--- config.mk ---
export PLATFORM = sky130hd
export DESIGN_NAME = next_prime_search
export DESIGN_NICKNAME = d
export VERILOG_FILES = /design/src/hw/rtl/nps_pkg.sv /design/src/hw/rtl/next_prime_search.sv /design/src/hw/rtl/nps_modmul.sv
export SDC_FILE = /design/constraint.sdc
export NUM_CORES = 1
export LEC_CHECK = 0
export BUFFER_PORTS_ARGS = -buffer_cell sky130_fd_sc_hd__buf_2
export CAP_MARGIN = 20
export CELL_PAD_IN_SITES_DETAIL_PLACEMENT = 1
export CELL_PAD_IN_SITES_GLOBAL_PLACEMENT = 1
export CORE_MARGIN = 1.5
export CORE_UTILIZATION = 50
export CTS_CLUSTER_DIAMETER = 80
export DETAILED_ROUTE_END_ITERATION = 6
export GPL_TIMING_DRIVEN = 0
export PLACE_DENSITY_LB_ADDON = 0.1
export SKIP_CTS_REPAIR_TIMING = 1
export SLEW_MARGIN = 20
export SYNTH_ARGS = -nofsm -noshare
export SYNTH_HDL_FRONTEND = slang
export SYNTH_SLANG_ARGS = --single-unit
--- constraint.sdc ---
create_clock -name clk -period 10.3 [get_ports clk]
set_clock_uncertainty 0.1 [all_clocks]
set_input_delay 2.575 -clock clk [delete_from_list [all_inputs] [get_ports clk]]
set_output_delay 2.575 -clock clk [all_outputs]
set_load 0.02 [all_outputs]
--- src/hw/rtl/nps_pkg.sv ---
`default_nettype none
package nps_pkg;

  typedef enum logic [3:0] {
    ST_IDLE,
    ST_SETUP,
    ST_DECOMP,
    ST_POW_MUL,
    ST_POW_SQR,
    ST_POW_SHIFT,
    ST_CHECK,
    ST_SQ_LOOP,
    ST_SQ_CHECK,
    ST_VERDICT,
    ST_NEXT_CAND,
    ST_DONE
  } state_t;

  // Request to and reply from the shared modular multiplier.
  typedef struct packed {
    logic        start;
    logic [15:0] a;
    logic [15:0] b;
    logic [15:0] m;
  } mul_req_t;

  typedef struct packed {
    logic        done;
    logic [15:0] prod;
  } mul_rsp_t;

endpackage
`default_nettype wire

--- src/hw/rtl/next_prime_search.sv ---
`default_nettype none
// Channel  | Direction | Payload
// in_      | slave     | tdata[15:0] = value
// out_     | master    | tdata[15:0] = next_prime; tuser[1:0] = {found, is_prime}
//
// One shared modular multiplier computes every modular product. A product runs
// from its start request through one load, 32 remainder steps and one done
// register to the cycle that sees done. An item runs Miller-Rabin on the value
// and then on each odd candidate, so its run time is set by candidate count and
// exponent length.
// in_tready is high only when idle and no result is held. The result is held
// in out_ registers until taken. Reset clears the sequencer and the output valid flag.
module next_prime_search
  import nps_pkg::*;
#(
  parameter int VALUE_BITS = 16
) (
  input  wire logic        clk,
  input  wire logic        rst_n,
  input  wire logic        in_tvalid,
  output logic             in_tready,
  input  wire logic [15:0] in_tdata,   // value
  output logic             out_tvalid,
  input  wire logic        out_tready,
  output logic [15:0]      out_tdata,  // next_prime
  output logic [1:0]       out_tuser   // found, is_prime
);

  localparam logic [16:0] VMAX = 17'((1 << VALUE_BITS) - 1);
  localparam logic [16:0] HMAX = VMAX >> 1;

  state_t state_r, state_nxt;
  state_t state_prev_r;
  logic [15:0] v_r, v_nxt;
  logic [15:0] n_r, n_nxt;       // number under test
  logic [16:0] lim_r, lim_nxt;
  logic        phase_r, phase_nxt; // 0: testing v, 1: searching
  logic [15:0] d_r, d_nxt;
  logic [4:0]  s_r, s_nxt;
  logic [4:0]  i_r, i_nxt;
  logic        base_r, base_nxt;  // 0: base 2, 1: base 3
  logic [15:0] x_r, x_nxt;
  logic [15:0] b_r, b_nxt;
  logic [15:0] e_r, e_nxt;
  logic        pass_r, pass_nxt;
  logic        isp_r, isp_nxt;
  logic        ovalid_r, ovalid_nxt;
  logic [15:0] onext_r, onext_nxt;
  logic        ofound_r, ofound_nxt;
  logic        oisp_r, oisp_nxt;
  mul_req_t    req;
  mul_rsp_t    rsp;
  logic [15:0] vm;
  logic [16:0] start;

  nps_modmul u_mul (.clk(clk), .rst_n(rst_n), .req(req), .rsp(rsp));

  assign vm    = in_tdata & VMAX[15:0];
  assign start = v_r[0] ? {1'b0, v_r} + 17'd2 : {1'b0, v_r} + 17'd1;

  // Next state.
  always_comb begin
    state_nxt = state_r;
    case (state_r)
      ST_IDLE:      if (in_tvalid && in_tready) state_nxt = ST_SETUP;
      ST_SETUP:     begin
        if (n_r <= 16'd3 || !n_r[0]) state_nxt = ST_VERDICT;
        else state_nxt = ST_DECOMP;
      end
      ST_DECOMP:    if (d_r[0]) state_nxt = ST_POW_MUL;
      ST_POW_MUL:   begin
        if (e_r == 16'd0) state_nxt = ST_CHECK;
        else if (!e_r[0]) state_nxt = ST_POW_SQR;
        else if (rsp.done) state_nxt = ST_POW_SQR;
      end
      ST_POW_SQR:   if (rsp.done) state_nxt = ST_POW_SHIFT;
      ST_POW_SHIFT: state_nxt = ST_POW_MUL;
      ST_CHECK:     begin
        if (x_r == 16'd1 || x_r == n_r - 16'd1 || s_r <= 5'd1) state_nxt = ST_VERDICT;
        else state_nxt = ST_SQ_LOOP;
      end
      ST_SQ_LOOP:   if (rsp.done) state_nxt = ST_SQ_CHECK;
      ST_SQ_CHECK:  begin
        if (rsp.prod == n_r - 16'd1 || rsp.prod == 16'd1 || i_r + 5'd1 >= s_r)
          state_nxt = ST_VERDICT;
        else state_nxt = ST_SQ_LOOP;
      end
      ST_VERDICT:   begin
        if (base_nxt && !base_r && pass_nxt) state_nxt = ST_POW_MUL;
        else state_nxt = ST_NEXT_CAND;
      end
      ST_NEXT_CAND: state_nxt = (phase_nxt && !ofound_nxt && ({1'b0, n_nxt} < lim_nxt))
                                ? ST_SETUP : ST_DONE;
      ST_DONE:      state_nxt = ST_IDLE;
      default:      state_nxt = ST_IDLE;
    endcase
  end

  // Datapath and outputs.
  always_comb begin
    v_nxt = v_r; n_nxt = n_r; lim_nxt = lim_r; phase_nxt = phase_r;
    d_nxt = d_r; s_nxt = s_r; i_nxt = i_r; base_nxt = base_r;
    x_nxt = x_r; b_nxt = b_r; e_nxt = e_r; pass_nxt = pass_r; isp_nxt = isp_r;
    ovalid_nxt = ovalid_r; onext_nxt = onext_r; ofound_nxt = ofound_r; oisp_nxt = oisp_r;
    req = '0;
    req.m = n_r;
    if (out_tvalid && out_tready) ovalid_nxt = 1'b0;
    case (state_r)
      ST_IDLE: begin
        if (in_tvalid && in_tready) begin
          v_nxt = vm; n_nxt = vm; phase_nxt = 1'b0;
          onext_nxt = 16'd0; ofound_nxt = 1'b0;
        end
      end
      ST_SETUP: begin
        d_nxt = n_r - 16'd1; s_nxt = 5'd0; base_nxt = 1'b0;
        pass_nxt = (n_r >= 16'd2) && (n_r <= 16'd3);
        x_nxt = 16'd1; b_nxt = 16'd2; e_nxt = n_r - 16'd1;
      end
      ST_DECOMP: begin
        if (!d_r[0]) begin
          d_nxt = d_r >> 1; s_nxt = s_r + 5'd1;
        end else begin
          e_nxt = d_r;
        end
      end
      ST_POW_MUL: begin
        req.a = x_r; req.b = b_r;
        if (rsp.done) x_nxt = rsp.prod;
      end
      ST_POW_SQR: begin
        req.a = b_r; req.b = b_r;
        if (rsp.done) b_nxt = rsp.prod;
      end
      ST_POW_SHIFT: e_nxt = e_r >> 1;
      ST_CHECK: begin
        i_nxt = 5'd1;
        pass_nxt = (x_r == 16'd1) || (x_r == n_r - 16'd1);
      end
      ST_SQ_LOOP: begin
        req.a = x_r; req.b = x_r;
      end
      ST_SQ_CHECK: begin
        x_nxt = rsp.prod; i_nxt = i_r + 5'd1;
        pass_nxt = (rsp.prod == n_r - 16'd1);
      end
      ST_VERDICT: begin
        if (!base_r && pass_r && n_r > 16'd3) begin
          base_nxt = 1'b1; x_nxt = 16'd1; b_nxt = 16'd3; e_nxt = d_r;
        end
        pass_nxt = pass_r;
      end
      ST_NEXT_CAND: begin
        if (!phase_r) begin
          isp_nxt = pass_r; phase_nxt = 1'b1;
          if (v_r <= 16'd1) begin
            onext_nxt = 16'd2; ofound_nxt = 1'b1;
          end else if (v_r == 16'd2) begin
            onext_nxt = 16'd3; ofound_nxt = 1'b1;
          end else if (start <= VMAX) begin
            n_nxt = start[15:0];
            lim_nxt = (start > HMAX) ? VMAX : {start[15:0], 1'b0};
          end else begin
            lim_nxt = 17'd0;
          end
        end else if (pass_r) begin
          onext_nxt = n_r; ofound_nxt = 1'b1;
        end else begin
          n_nxt = n_r + 16'd2;
          if ({1'b0, n_r} + 17'd2 > VMAX) lim_nxt = 17'd0;
        end
      end
      ST_DONE: begin
        ovalid_nxt = 1'b1; oisp_nxt = isp_r;
      end
      default: ;
    endcase
    // The multiplier starts on entry to a product state; POW_MUL only if e_r[0].
    if ((state_r == ST_POW_SQR || state_r == ST_SQ_LOOP) && state_r != state_prev_r)
      req.start = 1'b1;
    if (state_r == ST_POW_MUL) req.start = (state_r != state_prev_r) && e_r != 16'd0 && e_r[0];
    if (state_r == ST_POW_MUL || state_r == ST_POW_SQR) req.m = n_r;
  end

  always_ff @(posedge clk) begin
    if (!rst_n) begin
      state_r      <= ST_IDLE;
      state_prev_r <= ST_DONE;
      ovalid_r     <= 1'b0;
    end else begin
      state_r      <= state_nxt;
      state_prev_r <= (state_r == ST_POW_SHIFT || state_r == ST_SQ_CHECK) ? ST_IDLE : state_r;
      ovalid_r     <= ovalid_nxt;
    end
    v_r <= v_nxt; n_r <= n_nxt; lim_r <= lim_nxt; phase_r <= phase_nxt;
    d_r <= d_nxt; s_r <= s_nxt; i_r <= i_nxt; base_r <= base_nxt;
    x_r <= x_nxt; b_r <= b_nxt; e_r <= e_nxt; pass_r <= pass_nxt; isp_r <= isp_nxt;
    onext_r <= onext_nxt; ofound_r <= ofound_nxt; oisp_r <= oisp_nxt;
  end

  assign in_tready  = (state_r == ST_IDLE) && !ovalid_r;
  assign out_tvalid = ovalid_r;
  assign out_tdata  = onext_r;
  assign out_tuser  = {ofound_r, oisp_r};

endmodule
`default_nettype wire

--- src/hw/rtl/nps_modmul.sv ---
`default_nettype none
// Computes (a * b) mod m, one restoring remainder bit per cycle.
module nps_modmul
  import nps_pkg::*;
(
  input  wire logic     clk,
  input  wire logic     rst_n,
  input  wire mul_req_t req,
  output mul_rsp_t      rsp
);

  logic        busy_r, busy_nxt;
  logic [31:0] prod_r, prod_nxt;
  logic [16:0] rem_r, rem_nxt;
  logic [15:0] m_r, m_nxt;
  logic [5:0]  cnt_r, cnt_nxt;
  logic        done_r, done_nxt;
  logic [16:0] shifted;

  assign shifted = {rem_r[15:0], prod_r[31]};

  always_comb begin
    busy_nxt = busy_r;
    prod_nxt = prod_r;
    rem_nxt  = rem_r;
    m_nxt    = m_r;
    cnt_nxt  = cnt_r;
    done_nxt = 1'b0;
    if (req.start) begin
      busy_nxt = 1'b1;
      prod_nxt = req.a * req.b;
      rem_nxt  = 17'd0;
      m_nxt    = req.m;
      cnt_nxt  = 6'd0;
    end else if (busy_r) begin
      prod_nxt = {prod_r[30:0], 1'b0};
      if (shifted >= {1'b0, m_r}) begin
        rem_nxt = shifted - {1'b0, m_r};
      end else begin
        rem_nxt = shifted;
      end
      cnt_nxt = cnt_r + 6'd1;
      if (cnt_r == 6'd31) begin
        busy_nxt = 1'b0;
        done_nxt = 1'b1;
      end
    end
  end

  always_ff @(posedge clk) begin
    if (!rst_n) begin
      busy_r <= 1'b0;
      done_r <= 1'b0;
      cnt_r  <= 6'd0;
    end else begin
      busy_r <= busy_nxt;
      done_r <= done_nxt;
      cnt_r  <= cnt_nxt;
    end
    prod_r <= prod_nxt;
    rem_r  <= rem_nxt;
    m_r    <= m_nxt;
  end

  assign rsp.done = done_r;
  assign rsp.prod = rem_r[15:0];

endmodule
`default_nettype wire
Word level (Yosys, flattened, before mapping) --
Index checks and enable logic that the tools add are counted.
Storage, ports and cells: register bits 226, input port bits 20, output and inout port bits 20, logic and storage cells 197
Cells by class: add/subtract/negate cells 9, $mul 1, magnitude comparators 11, equality and inequality tests 28, mux-type cells 72, bitwise logic cells 3, reductions and logical operators 46
Operators by type and width (count):
- two-way mux 16 bit | 18
- two-way mux 17 bit | 9
- case mux 16 bit (4 select lines) | 2
- case mux 16 bit (2 select lines) | 3
- case mux 32 bit (3 select lines) | 1
- two-way mux 32 bit | 2
- two-way mux 4 bit | 13
- case mux 16 bit (3 select lines) | 1
- case mux 4 bit (11 select lines) | 1
- adder 16 x 2 -> 17 bit (second input constant) | 2
- equality test 16 x 1 -> 1 bit (second input constant) | 2
- equality test 16 bit | 2
- multiplier 16 x 16 -> 32 bit | 1
- case mux 5 bit (2 select lines) | 2
- adder 16 x 1 -> 17 bit (second input constant) | 1
- greater-or-equal comparator 17 x 16 -> 1 bit | 1
- > comparator 17 x 15 -> 1 bit (second input constant) | 1
- > comparator 17 x 16 -> 1 bit (second input constant) | 1
- <= comparator 17 x 16 -> 1 bit (second input constant) | 1
- < comparator 16 x 17 -> 1 bit | 1
- adder 16 x 2 -> 16 bit (second input constant) | 1
- equality test 16 x 2 -> 1 bit (second input constant) | 1
- equality test 4 x 3 -> 1 bit (second input constant) | 4
- equality test 4 bit (second input constant) | 4
- other kinds (39) | 95

Longest topological paths before layout --
Gate-level depths: netlist (run 1).
depth after elaboration 13, gate-level depth with buffers 32, mapped depth without buffers 27

Hierarchy --
Synthesis (run 1) repeated with hierarchy kept, for this count alone.
Second synthesis, totals: cell total of the unflattened synthesis 2350, area, all modules 21969.8 um^2
Modules (own cells, without submodules):
- nps_modmul | instances 1, cells each 1359, area each 12478.2 um^2, seq. area each 1921.8 um^2
- next_prime_search | instances 1, cells each 991, area each 9491.6 um^2, seq. area each 4164.0 um^2

Worst setup path before layout (run 1) --
OpenSTA, ideal clock, no wires.
kind flip-flop to flip-flop, from reg state_r[0], to reg u_mul.prod_r[30] (data pin), data arrival time 7.602 ns, data required time 9.933 ns, setup slack 2.331 ns, cell stages (with the launch flop) 30, path buffers 5, clock period less this slack 7.969 ns, cell sequence dfxtp_1 -> or2_2 -> clkbuf_1 -> nor3b_1 -> or2_2 -> clkbuf_1 -> buf_1 -> a22o_1 -> clkbuf_1 -> nand2_1 -> fa_1 -> inv_1 -> fa_1 -> fa_1 -> fa_1 -> fa_1 -> inv_1 -> fa_1 -> inv_1 -> ha_1 -> clkbuf_1 -> a21o_1 -> a21o_1 -> a21oi_1 -> o31ai_1 -> and3_1 -> a2111oi_0 -> a22oi_1 -> xnor2_1 -> o21ai_0
Between the ends: longest elaborated chain between the ends 6, elaborated cells on any way between the ends 13, those cells by class 1 x mul; 4 x eq/ne; 4 x mux; 4 x reduce/logical
RTL lines:
- start, declared | RTL line next_prime_search.sv:32 | state_t state_r, state_nxt;
- start signal, assigned | RTL line next_prime_search.sv:191 | state_r <= state_nxt;
- branches (longest 5 deep; another with multiplier 16 x 16 -> 32 bit)
- two-way mux 32 bit * | RTL line nps_modmul.sv:29 | if (req.start) begin
- via u_mul.prod_nxt[30] | RTL line nps_modmul.sv:13 | logic [31:0] prod_r, prod_nxt;
- end signal, assigned | RTL line nps_modmul.sv:60 | prod_r <= prod_nxt;
- end, declared | RTL line nps_modmul.sv:13
Mark *: on every way through the listed nets, which the timed path passes. A chain may end at the register's enable or synchronous reset.

Final worst setup path (run 1) --
Same ends and word-level chain as after synthesis.

==> results of run 1 <==
## through the flow
| step | cell area (um2) | utilization | hold WS, ns | std cells |
|---|---|---|---|---|
| after CTS | 23400 | 0.555 | 0.332 | 3011 |
| final | 23400 | 0.555 | 0.333 | 3011 |
| after floorplan | 21400 | - | 0.300 | 2369 |
| after global placement | 22300 | 0.529 | 0.312 | 2947 |
| after detailed placement | 22400 | 0.533 | 0.314 | 2958 |
| after global routing | 23400 | 0.555 | 0.347 | 3011 |
## kinds of logic (layout without fill, tap and decap cells)
logic type,Yosys count,after routing
AOI/OAI and AO/OA,485,485
xor gates and xnor gates,107,107
adders and majority gates,350,350
buffers and inverters,429,532
DFF,226,226
muxes,18,18
and+or+nand+nor,754,754
## Yosys cell counts, types with 8 or more instances
master | n | area (um2)
nor2b_1 | 28 | 175
nor3_1 | 31 | 155
dfxtp_1 | 70 | 1400
xor2_1 | 44 | 385
a22oi_1 | 54 | 405
mux2i_1 | 17 | 170
a21oi_1 | 108 | 541
clkbuf_1 | 111 | 417
fa_1 | 195 | 3900
nand2_1 | 276 | 1040
edfxtp_1 | 156 | 4680
o21ai_0 | 121 | 606
and2_1 | 27 | 169
a22o_1 | 38 | 333
inv_1 | 296 | 1110
nor2_1 | 196 | 736
nand3_1 | 37 | 185
nor4_1 | 20 | 125
and3_1 | 31 | 194
a31oi_1 | 20 | 125
nand2b_1 | 17 | 106
nand4_1 | 28 | 175
ha_1 | 155 | 1940
nand3b_1 | 24 | 180
buf_2 | 10 | 50.1
o31ai_1 | 14 | 105
a21o_1 | 37 | 278
buf_1 | 8 | 30.0
xnor2_1 | 62 | 543
or2_2 | 8 | 50.1
a211oi_1 | 11 | 82.6
## worst max-delay path, delay by kind of cell (launching register included)
kind,cells,cell delay (ns)
AO/OA/AOI/OAI,8,2.14
XOR/XNOR,1,0.23
adder cells (fa/ha/maj),7,3.52
buffers and inverters,7,1.83
flip-flops,1,0.39
AND/OR/NAND/NOR,5,1.31
## worst paths after layout
kind	start	to	slack, ns	cells past startpoint
worst max-delay path	state_r[0]	u_mul.prod_r[30]	0.50	28
worst min-delay path	n_r[6]	u_mul.m_r[6]	0.33	0
worst max register to register	state_r[0]	u_mul.prod_r[30]	0.50	28
worst min register to register	n_r[6]	u_mul.m_r[6]	0.33	0
## power groups by stage
stage / combinational [mW] / clock [mW] / sequential, mW
2_1_floorplan: 2.02 / 0 / 1.70
4_1_cts: 3.08 / 1.02 / 1.78
6_report: 3.12 / 1.00 / 1.79
5_1_grt: 3.39 / 1.04 / 1.82
3_3_place_gp: 2.88 / 0 / 1.79
3_5_place_dp: 3.05 / 0 / 1.79
## metal layers
layer	track usage	wire, um	up-vias
met5	0	0	-
met4	0.222	5520	0
met3	0.0365	4030	248
met2	0.588	35700	750
met1	0.395	27700	9230
li1	-	-	8249
## cell type report
type | instances | area [um2] | share of cell area
Tap cell | 539 | 674 | 0.0288
Clock inverter | 12 | 109 | 0.00466
Timing Repair Buffer | 50 | 280 | 0.0120
Clock buffer | 41 | 832 | 0.0356
Buffer | 132 | 520 | 0.0223
Multi-Input combinational cell | 1714 | 13800 | 0.589
Sequential cell | 226 | 6090 | 0.260
Inverter | 297 | 1110 | 0.0477
==> impl_metrics.py, run 1 <==
metrics = {
    "status": {
        "status": "complete, no violations",
    },
    "clock_tree": {
        "clock_latency_ns": 0.57,
        "cts_num_sinks": 226,
        "cts_inserted_buffers": 29,
        "clock-root-buffer": "clkbuf_16",
        "h-tree-depth": 1,
        "cts_tree": "done",
        "clockBufferDepth": 3,
        "clk_pin_slew_ns": 0.06,
    },
    "layout": {
        "final_common_cell": "inv_1",
        "fillers": 4939,
        "layout.nets": 2820,
        "diodes": 0,
        "top_regs": "u_mul.prod_r: 32 flops, lim_r: 17 flops",
        "final_cell_mix": "inv_1, nand2_1, nor2_1",
        "largest_register": "u_mul.prod_r",
        "syn_to_final_growth_pct": 9.08,
        "drive_above_1_share": 0.0558,
        "largest_reg_flops": 32,
    },
    "die": {
        "die_w_um": 210,
        "dieHeight_um": 210,
        "pin_count": 40,
        "core_um2": 42100,
        "rows": 75,
        "die_area_um2": 44100,
        "initial_utilization": 0.509,
    },
    "synth": {
        "synth_top_family_by_area": "adder cells",
        "synthFlopType": "edfxtp_1",
        "ys_seq_area_frac": 0.284,
        "ys_warn_count": 0,
        "synth_edf_count": 156,
        "synthCells": 2369,
        "syn_area_per_cell_um2": 9.05,
        "ys_ff_latch": 226,
        "synth_fa_ha_area_frac": 0.273,
        "muxShareOfSynthArea": 0.00846,
        "synthXorXnorAreaFrac": 0.0444,
        "synth_area_um2": 21400,
        "synth_nets": 2739,
        "synth-simple-area-share": 0.165,
        "synth.distinct_cells": 79,
        "synth_async_sr_flop_share": 0,
        "synth-compound-area-share": 0.149,
    },
    "pwr": {
        "pwr-share-clk": 0.170,
        "pwr-share-seq": 0.303,
        "p_total_mw": 5.92,
        "power.density_nw_per_um2": 253,
        "p_int_mw": 3.09,
        "peakVddDrop_v": 0.000162,
        "power_frac_comb": 0.528,
        "swShare": 0.478,
        "power.switching_mw": 2.83,
        "leakagePower_nw": 10.2,
    },
    "timing": {
        "drv_slew": 0,
        "fmax_ghz": 0.102,
        "rsz0062_at_grt": "false",
        "period_share": 0.952,
        "hold_viol_final": 0,
        "worst_pin_slew_ns": 1.10,
        "setup_ws_ns": 0.495,
        "tns_ns": 0,
        "max-slew-margin-rel": 0.269,
        "setup_viol": 0,
        "period_needed_ns": 9.80,
    },
    "setup_path": {
        "slowest_stage": "fa_1",
        "cp_max_fo": 10,
        "worstPathRequired_ns": 10.50,
        "end_kind": "flop",
        "slowest_delay_ns": 0.62,
        "worst-setup-path-type": "reg2reg",
        "worst_ep_arrival_time_ns": 10.00,
        "cp_common_cell": "fa_1",
        "start_kind": "flop",
    },
    "routing": {
        "drc": 0,
        "postRouteAntennaNets": 0,
        "via_per_inst": 6.14,
        "vias": 18500,
        "drt-total-wl_um": 73000,
        "drtIter0Drc": 1297,
        "wl_per_cell_um": 24.3,
        "dr.pass1.iters": 5,
    },
    "global_routing": {
        "globalRouteOverflowTotal": 0,
        "grt_max_degree": 33,
        "grt_pass1_vias": 20000,
        "track_usage": 0.337,
        "grt_pass1_wl_um": 114000,
        "grt_antenna_before_repair": 0,
    },
    "placement": {
        "place_worst_setup_slack_ns": 0.283,
        "hpwl_um": 57800,
        "gp_congestion": 0.963,
        "port_buffers": 39,
    },
    "hold_path": {
        "min_path_type": "reg2reg",
    },
    "job": {
        "drv_cap": 0,
    },
}
No activity file was read; power rests on OpenSTA's default activity.
==> run 2: changes to the inputs <==
--- a/config.mk
+++ b/config.mk
@@ -10,7 +10,7 @@
 export CELL_PAD_IN_SITES_DETAIL_PLACEMENT = 1
 export CELL_PAD_IN_SITES_GLOBAL_PLACEMENT = 1
 export CORE_MARGIN = 1.5
-export CORE_UTILIZATION = 50
+export CORE_UTILIZATION = 46
 export CTS_CLUSTER_DIAMETER = 80
 export DETAILED_ROUTE_END_ITERATION = 6
 export GPL_TIMING_DRIVEN = 0
==> constraint.sdc (replaced) <==
create_clock -name clk -period 8.9 [get_ports clk]
set_clock_uncertainty 0.1 [all_clocks]
set_input_delay 2.225 -clock clk [delete_from_list [all_inputs] [get_ports clk]]
set_output_delay 2.225 -clock clk [all_outputs]
set_load 0.02 [all_outputs]
==> run 2 against run 1 <==
Effect of this change:
- register-to-register slack worse by 0.09 ns
- clock power up 16%
- power up 16%
- first-iteration DRC count down 1.3%
- core utilization down 4.0 points
- global-route usage down 3.1 points
- largest cell class unchanged
==> impl_metrics.py, run 2 (synthesized netlist as in run 1, its figures left out) <==
metrics = {
    "routing": {
        "wl_per_cell_um": 23.7,
        "postRouteAntennaNets": 0,
        "drc": 0,
        "drt-total-wl_um": 72500,
        "dr.pass1.iters": 5,
        "vias": 18100,
        "drtIter0Drc": 1280,
        "via_per_inst": 5.92,
    },
    "timing": {
        "setup_ws_ns": 0.405,
        "fmax_ghz": 0.118,
        "worst_pin_slew_ns": 1.29,
        "period_share": 0.954,
        "hold_viol_final": 0,
        "period_needed_ns": 8.49,
        "setup_viol": 0,
        "max-slew-margin-rel": 0.132,
        "drv_slew": 0,
    },
    "hold_path": {
        "min_path_type": "reg2reg",
        "hp-start": "n_r[6]",
        "holdPathEnd": "u_mul.m_r[6]",
        "whs_path_depth": 0,
    },
    "global_routing": {
        "grt_max_degree": 33,
        "grt_pass1_vias": 19200,
        "grt_antenna_before_repair": 1,
        "globalRouteOverflowTotal": 0,
        "grt_pass1_wl_um": 112000,
        "track_usage": 0.306,
    },
    "placement": {
        "port_buffers": 39,
        "place_area_um2": 22500,
        "hpwl_um": 57200,
        "place_worst_setup_slack_ns": -0.965,
        "gp_congestion": 0.937,
    },
    "layout": {
        "largest_reg_flops": 32,
        "final_common_cell": "inv_1",
        "final_area_um2": 23500,
        "fillers": 5360,
        "layout.nets": 2812,
        "largest_register": "u_mul.prod_r",
        "top_regs": "u_mul.prod_r: 32 flops, lim_r: 17 flops",
        "drive_above_1_share": 0.0723,
        "final_cell_mix": "inv_1, nand2_1, nor2_1, fa_1, edfxtp_1",
        "syn_to_final_growth_pct": 9.78,
        "diodes": 0,
    },
    "clock_tree": {
        "cts_num_sinks": 226,
        "clock-root-buffer": "clkbuf_16",
        "clk_pin_slew_ns": 0.06,
        "cts_inserted_buffers": 29,
        "h-tree-depth": 1,
        "cts_tree": "done",
        "clock_latency_ns": 0.59,
        "clockBufferDepth": 3,
    },
    "pwr": {
        "peakVddDrop_v": 0.000203,
        "power.density_nw_per_um2": 292,
        "leakagePower_nw": 10.3,
    },
    "die": {
        "initial_utilization": 0.469,
        "core_um2": 45700,
        "dieHeight_um": 219,
        "rows": 78,
        "die_w_um": 219,
        "die_area_um2": 47900,
        "pin_count": 40,
    },
    "setup_path": {
        "start_kind": "flop",
        "slowest_stage": "fa_1",
        "critical_path.startpoint": "state_r[0]",
        "worst_ep_arrival_time_ns": 8.71,
        "worstPathRequired_ns": 9.12,
        "reg2reg_from": "state_r[0]",
        "r2r_slack_ns": 0.41,
        "end_kind": "flop",
        "cp_common_cell": "fa_1",
        "cp_max_fo": 10,
        "reg2reg_to": "u_mul.prod_r[31]",
        "worst-setup-path-type": "reg2reg",
        "rr_worst_depth": 29,
        "slowest_delay_ns": 0.58,
    },
    "job": {
        "drv_cap": 0,
    },
    "status": {
        "status": "complete, no violations",
    },
}
## run 2: changes by cell type in the layout (fill, tap and decap cells not counted), sizes merged
cell	before	now
buf	71	67
clkinvlp	1	4
bufinv	1	2
clkinv	9	11
inv	298	299
clkbuf	152	139
## run 2: per-layer routing
metal	vias to the layer above	GRT usage	routed length, um
met4	2	0.162	4170
met1	9169	0.373	29200
met5	-	0	13
met2	559	0.538	36000
met3	191	0.0265	3070
li1	8214	-	-
## run 2: area by class of cell
class,instances,area (um2),area share
Buffer,125,524,0.0223
Clock buffer,32,747,0.0317
Clock inverter,19,181,0.00771
Inverter,297,1110,0.0474
Multi-Input combinational cell,1714,13900,0.589
Sequential cell,226,6090,0.259
Tap cell,600,751,0.0319
Timing Repair Buffer,49,278,0.0118
## run 2: stage by stage
| step | hold slack (ns) | utilization | cells | power (mW) | setup TNS (ns) |
|---|---|---|---|---|---|
| final | 0.334 | 0.515 | 3062 | 6.86 | 0 |
| after global routing | 0.349 | 0.515 | 3062 | 7.25 | -0.00531 |
| after CTS | 0.335 | 0.513 | 3069 | 6.79 | -4.20 |
| after detailed placement | 0.321 | 0.493 | 3018 | 5.60 | -4.50 |
| after global placement | 0.309 | 0.490 | 3008 | 5.43 | -2.98 |
| after floorplan | 0.300 | - | 2369 | 4.30 | 0 |
## run 2: how the worst max path moves through the flow
| stage | endpoint | slack, ns |
|---|---|---|
| CTS | u_mul.prod_r[30] | -0.91 |
| detailed placement | u_mul.prod_r[30] | -0.97 |
| finish | u_mul.prod_r[31] | 0.41 |
| global route | u_mul.prod_r[31] | -0.005 |
| floorplan | u_mul.prod_r[30] | 0.93 |
| global placement | u_mul.prod_r[30] | -0.82 |
## run 2: power by group
group | switching [mW] | internal [mW]
sequential | 0.373 | 1.70
clock | 0.495 | 0.666
combinational | 2.43 | 1.20
total | 3.30 | 3.57
## run 2: worst max-delay path: cells and delay by family (launching register included)
kind / cells / cell delay, ns
xor+xnor: 1 / 0.18
simple gates: 6 / 1.17
buf+inv: 8 / 1.46
compound gates: 7 / 1.57
flops: 1 / 0.34
fa+ha+maj: 7 / 3.42
